`src/rtl/pwps_pkg.sv`:
```
package pwps_pkg;

    // number of palettes the index cycles through
    localparam int unsigned PALETTE_COUNT = 4;
    localparam int unsigned PAL_W = (PALETTE_COUNT > 2) ? $clog2(PALETTE_COUNT) : 1;

    localparam int unsigned CFG_IDX_W  = 3;
    localparam int unsigned CFG_DATA_W = 16;

    // restoring divider: 24-bit dividend, 16-bit divisor
    localparam int unsigned DIV_STEPS = 24;
    localparam int unsigned DIV_CNT_W = $clog2(DIV_STEPS + 1);

    localparam logic [15:0] MIN_PULSE_RST    = 16'd1;
    localparam logic [15:0] MAX_PULSE_RST    = 16'd4080;
    localparam logic [7:0]  JUMP_THRESH_RST  = 8'd10;
    localparam logic [15:0] SETTLE_MS_RST    = 16'd100;
    localparam logic [15:0] CLEAR_PERIOD_RST = 16'd1000;

    localparam logic [7:0] LEVEL_MAX = 8'd255;

    typedef enum logic [CFG_IDX_W-1:0] {
        CFG_MIN_PULSE    = 3'd0,
        CFG_MAX_PULSE    = 3'd1,
        CFG_JUMP_THRESH  = 3'd2,
        CFG_SETTLE_MS    = 3'd3,
        CFG_CLEAR_PERIOD = 3'd4
    } cfg_idx_t;

    typedef enum logic {
        OP_PIN_EDGE   = 1'b0,
        OP_FRAME_TICK = 1'b1
    } op_t;

    typedef struct packed {
        logic        operation;
        logic        pin_level;
        logic [31:0] time_us;
        logic [31:0] time_ms;
    } in_word_t;

    typedef struct packed {
        logic       report_valid;
        logic [7:0] reported_value;
        logic [1:0] palette_index;
        logic [7:0] mapped_level;
    } out_word_t;

    typedef enum logic [1:0] {
        ST_IDLE,
        ST_DIV,
        ST_SETTLE,
        ST_REPORT
    } state_t;

    typedef struct packed {
        logic edge_load;
        logic tick_load;
        logic div_step;
        logic settle;
        logic report;
    } cmd_t;

    typedef struct packed {
        logic div_busy;
        logic out_free;
    } status_t;

endpackage

```
`src/rtl/pwps_ctrl.sv`:
```
module pwps_ctrl
    import pwps_pkg::*;
(
    input  logic    clk,
    input  logic    rst_n,
    input  logic    in_valid,
    input  logic    operation,
    output logic    in_ready,
    input  status_t status,
    output cmd_t    cmd
);

    state_t state_reg;
    state_t state_next;

    always_ff @(posedge clk or negedge rst_n)
    begin
        if (!rst_n)
        begin
            state_reg <= ST_IDLE;
        end
        else
        begin
            state_reg <= state_next;
        end
    end

    always_comb
    begin
        state_next = state_reg;
        cmd        = '0;
        in_ready   = 1'b0;
        unique case (state_reg)
            ST_IDLE:
            begin
                in_ready = 1'b1;
                if (in_valid)
                begin
                    if (operation == OP_FRAME_TICK)
                    begin
                        cmd.tick_load = 1'b1;
                        state_next    = ST_DIV;
                    end
                    else
                    begin
                        cmd.edge_load = 1'b1;
                    end
                end
            end
            ST_DIV:
            begin
                if (status.div_busy)
                begin
                    cmd.div_step = 1'b1;
                end
                else
                begin
                    state_next = ST_SETTLE;
                end
            end
            ST_SETTLE:
            begin
                // hold here until the output register can take the word
                if (status.out_free)
                begin
                    cmd.settle = 1'b1;
                    state_next = ST_REPORT;
                end
            end
            ST_REPORT:
            begin
                cmd.report = 1'b1;
                state_next = ST_IDLE;
            end
            default:
            begin
                state_next = ST_IDLE;
            end
        endcase
    end

endmodule

```
`src/rtl/pwps_datapath.sv`:
```
module pwps_datapath
    import pwps_pkg::*;
(
    input  logic                  clk,
    input  logic                  rst_n,
    input  logic                  cfg_we,
    input  logic [CFG_IDX_W-1:0]  cfg_index,
    input  logic [CFG_DATA_W-1:0] cfg_data,
    input  in_word_t              in_word,
    input  cmd_t                  cmd,
    output status_t               status,
    output logic                  out_valid,
    input  logic                  out_ready,
    output out_word_t             out_word
);

    logic [15:0] min_pulse_reg;
    logic [15:0] max_pulse_reg;
    logic [7:0]  jump_thresh_reg;
    logic [15:0] settle_ms_reg;
    logic [15:0] clear_period_reg;

    logic [31:0]      pulse_start_reg;
    logic [31:0]      pulse_width_reg;
    logic [7:0]       last_level_reg;
    logic [31:0]      settle_start_reg;
    logic [31:0]      clear_start_reg;
    logic [7:0]       last_report_reg;
    logic             report_seen_reg;
    logic [PAL_W-1:0] palette_sel_reg;

    logic [31:0]          tms_reg;
    logic [7:0]           level_reg;
    logic                 use_div_reg;
    logic [15:0]          rem_reg;
    logic [DIV_STEPS-1:0] quo_reg;
    logic [DIV_CNT_W-1:0] div_cnt_reg;
    logic                 out_valid_reg;
    out_word_t            out_word_reg;

    // configuration writes
    always_ff @(posedge clk or negedge rst_n)
    begin
        if (!rst_n)
        begin
            min_pulse_reg    <= MIN_PULSE_RST;
            max_pulse_reg    <= MAX_PULSE_RST;
            jump_thresh_reg  <= JUMP_THRESH_RST;
            settle_ms_reg    <= SETTLE_MS_RST;
            clear_period_reg <= CLEAR_PERIOD_RST;
        end
        else if (cfg_we)
        begin
            unique case (cfg_index)
                CFG_MIN_PULSE:    min_pulse_reg    <= cfg_data;
                CFG_MAX_PULSE:    max_pulse_reg    <= cfg_data;
                CFG_JUMP_THRESH:  jump_thresh_reg  <= cfg_data[7:0];
                CFG_SETTLE_MS:    settle_ms_reg    <= cfg_data;
                CFG_CLEAR_PERIOD: clear_period_reg <= cfg_data;
                default:          ;
            endcase
        end
    end

    // pin edges
    always_ff @(posedge clk or negedge rst_n)
    begin
        if (!rst_n)
        begin
            pulse_start_reg <= '0;
            pulse_width_reg <= '0;
        end
        else if (cmd.edge_load)
        begin
            if (in_word.pin_level)
            begin
                pulse_start_reg <= in_word.time_us;
            end
            else
            begin
                pulse_width_reg <= in_word.time_us - pulse_start_reg;
            end
        end
    end

    // tick setup: clamp cases or load the divider
    logic                 range_bad;
    logic                 width_low;
    logic                 width_high;
    logic [15:0]          width_off;
    logic [15:0]          divisor;
    logic [DIV_STEPS-1:0] dividend;
    logic [7:0]           cur_level;
    logic [7:0]           level_diff;

    assign range_bad  = (max_pulse_reg <= min_pulse_reg);
    assign width_low  = (pulse_width_reg <= {16'd0, min_pulse_reg});
    assign width_high = (pulse_width_reg >= {16'd0, max_pulse_reg});
    // width lies strictly between min and max when the divider runs
    assign width_off  = pulse_width_reg[15:0] - min_pulse_reg;
    assign divisor    = max_pulse_reg - min_pulse_reg;
    // offset times 255
    assign dividend   = {width_off, 8'd0} - {8'd0, width_off};

    logic [16:0]          rem_shift;
    logic [16:0]          rem_trial;
    logic                 trial_ok;
    logic [15:0]          rem_next;
    logic [DIV_STEPS-1:0] quo_next;

    assign rem_shift = {rem_reg, quo_reg[DIV_STEPS-1]};
    assign rem_trial = rem_shift - {1'b0, divisor};
    assign trial_ok  = !rem_trial[16];
    assign rem_next  = trial_ok ? rem_trial[15:0] : rem_shift[15:0];
    assign quo_next  = {quo_reg[DIV_STEPS-2:0], trial_ok};

    always_ff @(posedge clk or negedge rst_n)
    begin
        if (!rst_n)
        begin
            div_cnt_reg <= '0;
        end
        else if (cmd.tick_load)
        begin
            if (range_bad || width_low || width_high)
            begin
                div_cnt_reg <= '0;
            end
            else
            begin
                div_cnt_reg <= DIV_CNT_W'(DIV_STEPS);
            end
        end
        else if (cmd.div_step)
        begin
            div_cnt_reg <= div_cnt_reg - DIV_CNT_W'(1);
        end
    end

    always_ff @(posedge clk)
    begin
        if (cmd.tick_load)
        begin
            tms_reg     <= in_word.time_ms;
            rem_reg     <= '0;
            quo_reg     <= dividend;
            use_div_reg <= !(range_bad || width_low || width_high);
            level_reg   <= width_low ? 8'd0 : LEVEL_MAX;
        end
        else if (cmd.div_step)
        begin
            rem_reg <= rem_next;
            quo_reg <= quo_next;
        end
        else if (cmd.settle)
        begin
            level_reg <= cur_level;
        end
    end

    // settling timer
    assign cur_level  = use_div_reg ? quo_reg[7:0] : level_reg;
    assign level_diff = (cur_level > last_level_reg) ? cur_level - last_level_reg
                                                     : last_level_reg - cur_level;

    // report and periodic clear
    logic [31:0]      settle_elapsed;
    logic [31:0]      clear_elapsed;
    logic             settled;
    logic [7:0]       rev_level;
    logic             fire;
    logic [PAL_W-1:0] palette_next;
    logic [1:0]       palette_ext;

    assign settle_elapsed = tms_reg - settle_start_reg;
    assign clear_elapsed  = tms_reg - clear_start_reg;
    assign settled        = (settle_elapsed > {16'd0, settle_ms_reg});
    assign rev_level      = LEVEL_MAX - level_reg;
    assign fire           = settled && (!report_seen_reg || (rev_level != last_report_reg));

    always_comb
    begin
        palette_next = palette_sel_reg;
        if (fire && (rev_level == LEVEL_MAX))
        begin
            if (palette_sel_reg == PAL_W'(PALETTE_COUNT - 1))
            begin
                palette_next = '0;
            end
            else
            begin
                palette_next = palette_sel_reg + PAL_W'(1);
            end
        end
    end

    assign palette_ext = 2'(palette_next);

    always_ff @(posedge clk or negedge rst_n)
    begin
        if (!rst_n)
        begin
            last_level_reg   <= '0;
            settle_start_reg <= '0;
            clear_start_reg  <= '0;
            last_report_reg  <= '0;
            report_seen_reg  <= 1'b0;
            palette_sel_reg  <= '0;
        end
        else if (cmd.settle)
        begin
            if (level_diff > jump_thresh_reg)
            begin
                settle_start_reg <= tms_reg;
            end
        end
        else if (cmd.report)
        begin
            palette_sel_reg <= palette_next;
            if (fire)
            begin
                last_report_reg <= rev_level;
                report_seen_reg <= 1'b1;
            end
            if (clear_elapsed >= {16'd0, clear_period_reg})
            begin
                clear_start_reg <= tms_reg;
                last_level_reg  <= '0;
            end
            else
            begin
                last_level_reg <= level_reg;
            end
        end
    end

    // output register
    always_ff @(posedge clk or negedge rst_n)
    begin
        if (!rst_n)
        begin
            out_valid_reg <= 1'b0;
        end
        else if (cmd.report)
        begin
            out_valid_reg <= 1'b1;
        end
        else if (out_ready)
        begin
            out_valid_reg <= 1'b0;
        end
    end

    always_ff @(posedge clk)
    begin
        if (cmd.report)
        begin
            out_word_reg.report_valid   <= fire;
            out_word_reg.reported_value <= fire ? rev_level : last_report_reg;
            out_word_reg.palette_index  <= palette_ext;
            out_word_reg.mapped_level   <= level_reg;
        end
    end

    assign out_valid       = out_valid_reg;
    assign out_word        = out_word_reg;
    assign status.div_busy = (div_cnt_reg != '0);
    assign status.out_free = !out_valid_reg || out_ready;

endmodule

```
`src/rtl/pulse_width_palette_selector.sv`:
```
// pulse width palette selector
// input channel (in_valid/in_ready/in_word) takes two kinds of word: a pin
// edge records the pulse start on a rising edge and the pulse width on a
// falling edge; a frame tick maps the stored width onto a level 0..255 and
// runs the settling, report and palette logic
// a pin edge leaves the block idle and ready for the next word, and gives no output word
// a frame tick gives exactly one output word on out_valid/out_ready; the
// level goes through a restoring divider at one quotient bit per cycle
// (skipped when the width is clamped), then the settle and report states;
// the next word is accepted as soon as the output register loads
// configuration registers are written through cfg_we/cfg_index/cfg_data;
// the user must write them only while the block is idle; not enforced here
// reset returns the configuration registers to their defaults and clears the stored times,
// levels, report history and palette index
// a stalled receiver holds the word in the output register; a following
// tick runs up to its divider result and then waits for the register to empty
module pulse_width_palette_selector
    import pwps_pkg::*;
(
    input  logic                  clk,
    input  logic                  rst_n,
    input  logic                  cfg_we,
    input  logic [CFG_IDX_W-1:0]  cfg_index,
    input  logic [CFG_DATA_W-1:0] cfg_data,
    input  logic                  in_valid,
    output logic                  in_ready,
    input  in_word_t              in_word,
    output logic                  out_valid,
    input  logic                  out_ready,
    output out_word_t             out_word
);

    cmd_t    cmd;
    status_t status;

    pwps_ctrl u_ctrl (
        .clk       (clk),
        .rst_n     (rst_n),
        .in_valid  (in_valid),
        .operation (in_word.operation),
        .in_ready  (in_ready),
        .status    (status),
        .cmd       (cmd)
    );

    pwps_datapath u_datapath (
        .clk       (clk),
        .rst_n     (rst_n),
        .cfg_we    (cfg_we),
        .cfg_index (cfg_index),
        .cfg_data  (cfg_data),
        .in_word   (in_word),
        .cmd       (cmd),
        .status    (status),
        .out_valid (out_valid),
        .out_ready (out_ready),
        .out_word  (out_word)
    );

endmodule

```
`config.mk`:
```
export PLATFORM = sky130hd
export DESIGN_NAME = pulse_width_palette_selector
export DESIGN_NICKNAME = d
export VERILOG_FILES = /design/src/rtl/pwps_pkg.sv /design/src/rtl/pwps_ctrl.sv /design/src/rtl/pwps_datapath.sv /design/src/rtl/pulse_width_palette_selector.sv
export SDC_FILE = /design/constraint.sdc
export NUM_CORES = 1
export LEC_CHECK = 0
export BUFFER_PORTS_ARGS = -buffer_cell sky130_fd_sc_hd__buf_2
export CAP_MARGIN = 20
export CORE_MARGIN = 2
export CORE_UTILIZATION = 40
export CTS_CLUSTER_SIZE = 30
export DETAILED_ROUTE_END_ITERATION = 8
export PLACE_DENSITY = 0.55
export SYNTH_ARGS = -nofsm -noshare
export SYNTH_HDL_FRONTEND = slang
export SYNTH_HIERARCHICAL = 1
export SYNTH_SLANG_ARGS = --single-unit
```
`constraint.sdc`:
```
create_clock -name clk -period 5.55 [get_ports clk]
set_input_delay 1.11 -clock clk [delete_from_list [all_inputs] [get_ports clk]]
set_output_delay 1.11 -clock clk [all_outputs]
set_load 0.1 [all_outputs]
```
# Word-level counts from Yosys, hierarchy flattened
# Cells that the tools add are included.
[word_totals]
register_bits = 327
input_bits = 90
out_inout_bits = 21
elab_cells = 123
[op_classes]
add_sub_neg = 12
order_cmp = 7
eq_ne = 15
n_mux = 33
bitwise = 2
n_reduce_logical = 29
[op_table]
columns = ["op", "n"]
rows = [
  ["subtractor 32 bit", 3],
  ["greater-or-equal comparator 32 x 16 -> 1 bit", 2],
  ["2-to-1 mux 8 bit", 8],
  ["2-to-1 mux 24 bit", 2],
  ["> comparator 32 x 16 -> 1 bit", 1],
  ["less-or-equal comparator 32 x 16 -> 1 bit", 1],
  ["subtractor 16 bit", 2],
  ["subtractor 24 x 16 -> 24 bit", 1],
  ["AND reduction 2 bit", 10],
  ["subtractor 17 x 16 -> 17 bit", 1],
  ["> comparator 8 bit", 2],
  ["less-or-equal comparator 16 bit", 1],
  ["2-to-1 mux 16 bit", 1],
  ["2-to-1 mux 2 bit", 8],
  ["subtractor 8 bit", 2],
  ["2-to-1 mux 5 bit", 3],
  ["2-to-1 mux 1 bit", 10],
  ["== test 8 bit, second input constant", 1],
  ["!= test 2 bit, second input constant", 4],
  ["!= test 8 bit", 1],
  ["one-hot mux 2 bit (4 select lines)", 1],
  ["subtractor 8 bit, first input constant", 1],
  ["== test 2 bit, second input constant", 3],
  ["== test 3 x 2 -> 1 bit, second input constant", 2],
  ["16 further kinds", 27],
]

# Logic depth before layout (Yosys ltp)
[depth]
ltp_word = 7
ltp_mapped = 28
ltp_nobuf = 25

# Cells and area by module
# Netlist, hierarchy kept.
[modules_own_cells]
columns = ["module", "n_inst", "cells_per_inst", "area_per_inst_um2", "seq_area_each_um2"]
rows = [
  ["pwps_datapath", 1, 2378, 22128.7, 8498.2],
  ["pwps_ctrl", 1, 20, 222.7, 50.0],
]

# Least setup slack after synthesis
# OpenSTA, ideal clock, no wires.
[synth_path]
path_type = "reg2reg"
start = "reg u_datapath.tms_reg[1]"
end = "reg u_datapath.clear_start_reg[22]"
setup_ns = 0.125
t_arrival_ns = 4.894
t_required_ns = 5.425
setup_slack_ns = 0.532
stages_incl_launch_ff = 23
n_path_buf = 2
synth_period_minus_slack_ns = 5.018
cell_sequence = "edfxtp_1 ha_1 nor2b_1 o31a_1 nor4_1 o21ai_0 a31oi_1 o21ai_0 xor2_1 ha_1 a221oi_1 o31ai_1 a2111o_1 a211oi_1 nand4_1 nor4_1 nand4_1 nor4_1 o21ai_1 nand2b_1 clkbuf_1 buf_2 mux2_2"
[synth_between]
elab_chain_cells = 3
[synth_rtl]
columns = ["item", "line", "source"]
rows = [
  ["start, declared", "pwps_datapath.sv:32", "logic [31:0] tms_reg;"],
  ["start signal, assigned", "pwps_datapath.sv:144", "tms_reg <= in_word.time_ms;"],
  ["subtractor 32 bit", "pwps_datapath.sv:176", "assign clear_elapsed = tms_reg - clear_start_reg;"],
  ["greater-or-equal comparator 32 x 16 -> 1 bit", "pwps_datapath.sv:225", "if (clear_elapsed >= {16'd0, clear_period_reg})"],
  ["AND reduction 3 bit (no source line)", "-", ""],
  ["end signal, assigned", "pwps_datapath.sv:227", "clear_start_reg <= tms_reg;"],
  ["end, declared", "pwps_datapath.sv:27", "logic [31:0] clear_start_reg;"],
]
# Every way passes these cells.
# A chain may end at the register's enable or synchronous reset.

# Worst setup path after layout
[layout_path]
start = "reg u_datapath.tms_reg[1]"
end = "reg u_datapath.clear_start_reg[28]"
# The elaborated chain is that of the path after synthesis.

==> impl_metrics.csv <==
group,metric,value,unit
status,outcome,"complete, no violations",
setup_path,required,6.00,ns
clock_network,numCtsBuffers,41,
drt,met3RoutedLength,2880,µm
sta,fin_crit_sh,0.944,
sta,finalHoldViolations,0,
drt,remaining_drc_errors,0,
finish,num-fill-cells,5307,
clock_network,cts.hold.buffers_added,0,
logic_synthesis,postSynth.asyncResetShare,0.694,
clock_network,cts.clk_slew.worst_paths,0.06,ns
min_path,holdCritPathClass,"in -> async",
clock_network,clkSinkCount,327,
die,die-width,240,µm
logic_synthesis,post_synth.cell_area_avg,9.32,µm²
placed_design,place_hpwl,43100,µm
finish,area_delta_synth_final,13.3,%
logic_synthesis,synth-edff-count,84,
setup_path,arrival,5.69,ns
power,leakagePower,11.4,nW
clock_network,cts_tree,"built",
finish,drive_above_1_share,0.144,
global_route,antenna_found_initial,11,
clock_network,cts_htree_levels,2,
clock_network,clk_root_buffer_cell,"clkbuf_16",
setup_path,worstPathMaxFanout,16,
die,core-area,0.0552,mm²
logic_synthesis,synth_area,0.0224,mm²
setup_path,setup.reg_to_reg.worst_slack,0.31,ns
global_route,groute.usage.overall,0.198,
drt,met2WireLength,25600,µm
global_route,overflow_after_grt,0,
clock_network,clk-insertion-delay-late,0.60,ns
die,die_area,0.0578,mm²
drt,drt-vias-per-instance,5.31,
logic_synthesis,yosysWarningCount,6,
drt,dr.pass1.iters,5,
global_route,grt_pass1_vias,17194,
power,total_power,18.1,mW
sta,clock.fmax,191,MHz
setup_path,cp-start-kind,"flop",
logic_synthesis,syn-num-nets,2725,
logic_synthesis,ys_seq_area_frac,0.382,
global_route,grt_start_max_net_pins,116,
drt,detail-route-antenna-nets,0,
setup_path,path_class,"reg -> reg",
die,die_y,240,µm
placed_design,gp_congestion,0.865,
finish,fin_nets,2840,
drt,detailedRoute.firstIterationViolations,1109,
global_route,grt_pass1_wl,91000,µm
sta,tightest_slew,1.01,ns
logic_synthesis,synth.distinct_cells,84,
job,max_capacitance_violation_count,0,
power,ir_worst_vdd,0.312,mV
clock_network,clock_path_buffers,3,
sta,setup_tns,0,ns
sta,setup_violations,0,
drt,top_layer_used,"met5",
placed_design,io_buffers,110,
die,io_pins,111,
sta,finalWorstPathRequiredPeriod,5.24,ns
drt,detail_route.wirelength.met1,27300,µm
drt,via_count,17525,
die,initial_core_util,0.405,
die,floorplan.rows,86,
drt,finalWirelength,56900,µm
finish,layout_common_cells,"inv_1 (249), ha_1 (229), nand2_1 (209)",
logic_synthesis,synth-main-ff-cell,"dfrtp_1",
logic_synthesis,synth-seq-cells,327,
logic_synthesis,syn-instance-count,2398,
power,power-per-cell-area,715,mW/mm²
sta,slew_viol_final,0,
setup_path,setup.worst_path.end_class,"flop",
drt,wl_per_cell,17.3,µm
sta,clock-skew-final,0.0340,ns
sta,max-slew-margin-rel,0.329,
finish,most_common_cell_after_layout_fill_and_taps_aside,"inv_1",
[synthesized netlist by cell type (34+ instances only)]
| cell | n | share of area |
|---|---|---|
| inv_1 | 249 | 0.042 |
| ha_1 | 229 | 0.13 |
| nand2_1 | 210 | 0.035 |
| o21ai_0 | 208 | 0.047 |
| dfrtp_1 | 207 | 0.23 |
| a21oi_1 | 175 | 0.039 |
| nor2_1 | 139 | 0.023 |
| mux2_2 | 109 | 0.055 |
| edfxtp_1 | 84 | 0.11 |
| xnor2_1 | 72 | 0.028 |
| a21o_1 | 62 | 0.021 |
| xor2_1 | 61 | 0.024 |
| clkbuf_1 | 59 | 0.0099 |
| nand4_1 | 37 | 0.010 |
| a211oi_1 | 34 | 0.011 |
| o21a_1 | 34 | 0.011 |
[per-layer routing]
layer  vias up  global-route usage
li1       8775                   -
met4        16              0.0568
met5         -                   0
met1      8335               0.272
met2       325               0.317
met3        74              0.0366
[final cells by class]
cell class / count / area, µm² / share of cell area
clock inverters: 19 / 186 / 0.00736
multi-input cells: 1755 / 12700 / 0.501
diodes: 4 / 10.0 / 0.000395
repair buffers: 139 / 850 / 0.0336
inverters: 249 / 935 / 0.0369
well taps: 748 / 936 / 0.0370
flip-flops and latches: 327 / 8550 / 0.338
clock buffers: 57 / 1180 / 0.0466
[path summary, 6_finish.rpt]
check / cells after the start / startpoint / to
min in group clk: 2 / u_datapath/pulse_width_reg[31] / u_datapath/pulse_width_reg[31]
max in group asynchronous: 2 / rst_n / u_datapath/settle_start_reg[21]
worst min-delay path: 1 / rst_n / u_datapath/pulse_start_reg[11]
worst min register to register: 2 / u_datapath/pulse_width_reg[31] / u_datapath/pulse_width_reg[31]
worst max-delay path: 21 / u_datapath/tms_reg[1] / u_datapath/clear_start_reg[28]
worst max register to register: 21 / u_datapath/tms_reg[1] / u_datapath/clear_start_reg[28]
[where the power goes]
part	total, mW	internal, mW	leakage, nW	switching, mW
logic	11.3	4.73	7.10	6.61
clock network	2.70	1.59	0.661	1.10
registers	4.06	3.53	3.65	0.528
[critical path: stages (launching register included)]
cell and delay, ns:
edfxtp_1 0.47, ha_1 0.32, nor2b_1 0.14, o31a_1 0.28, nor4_2 0.28, o21ai_1 0.17, a31oi_1 0.25, o21ai_1 0.14
xor2_1 0.16, ha_1 0.22, a221oi_1 0.27, o31ai_1 0.15, a2111o_1 0.41, a211oi_1 0.17, nand4_1 0.12, nor4_1 0.32
nand4_1 0.18, nor4_2 0.21, o21ai_2 0.13, nand2b_4 0.17, buf_12 0.19, mux2_2 0.35
[stage by stage]
stage               hold WS (ns)   util  std cells  setup slack [ns]  cell area, µm²
floorplan                  0.435      -       2398             0.532           22400
global placement           0.463  0.432       3215             0.319           23900
detailed placement         0.474  0.432       3215             0.157           23900
CTS                        0.477  0.457       3291            0.0974           25200
global route               0.490  0.458       3295           -0.0386           25300
finish                     0.456  0.459       3298             0.309           25300
[logic make-up (layout without fill, tap and decap cells)]
family | Yosys count | count (layout) | synth area share
flops | 327 | 327 | 0.382
fa+ha+maj | 237 | 237 | 0.135
other cells | 0 | 4 | 0
xor+xnor | 133 | 133 | 0.0521
compound gates | 657 | 657 | 0.182
simple gates | 591 | 591 | 0.127
buf+inv | 316 | 464 | 0.0533
mux | 137 | 137 | 0.0677
[repair_timing]
item,4_1_cts,5_1_grt
resized for setup,0,12
endpoints found under the setup margin,0,34
buffers inserted,0,1
No activity file was read; power rests on OpenSTA's default activity.
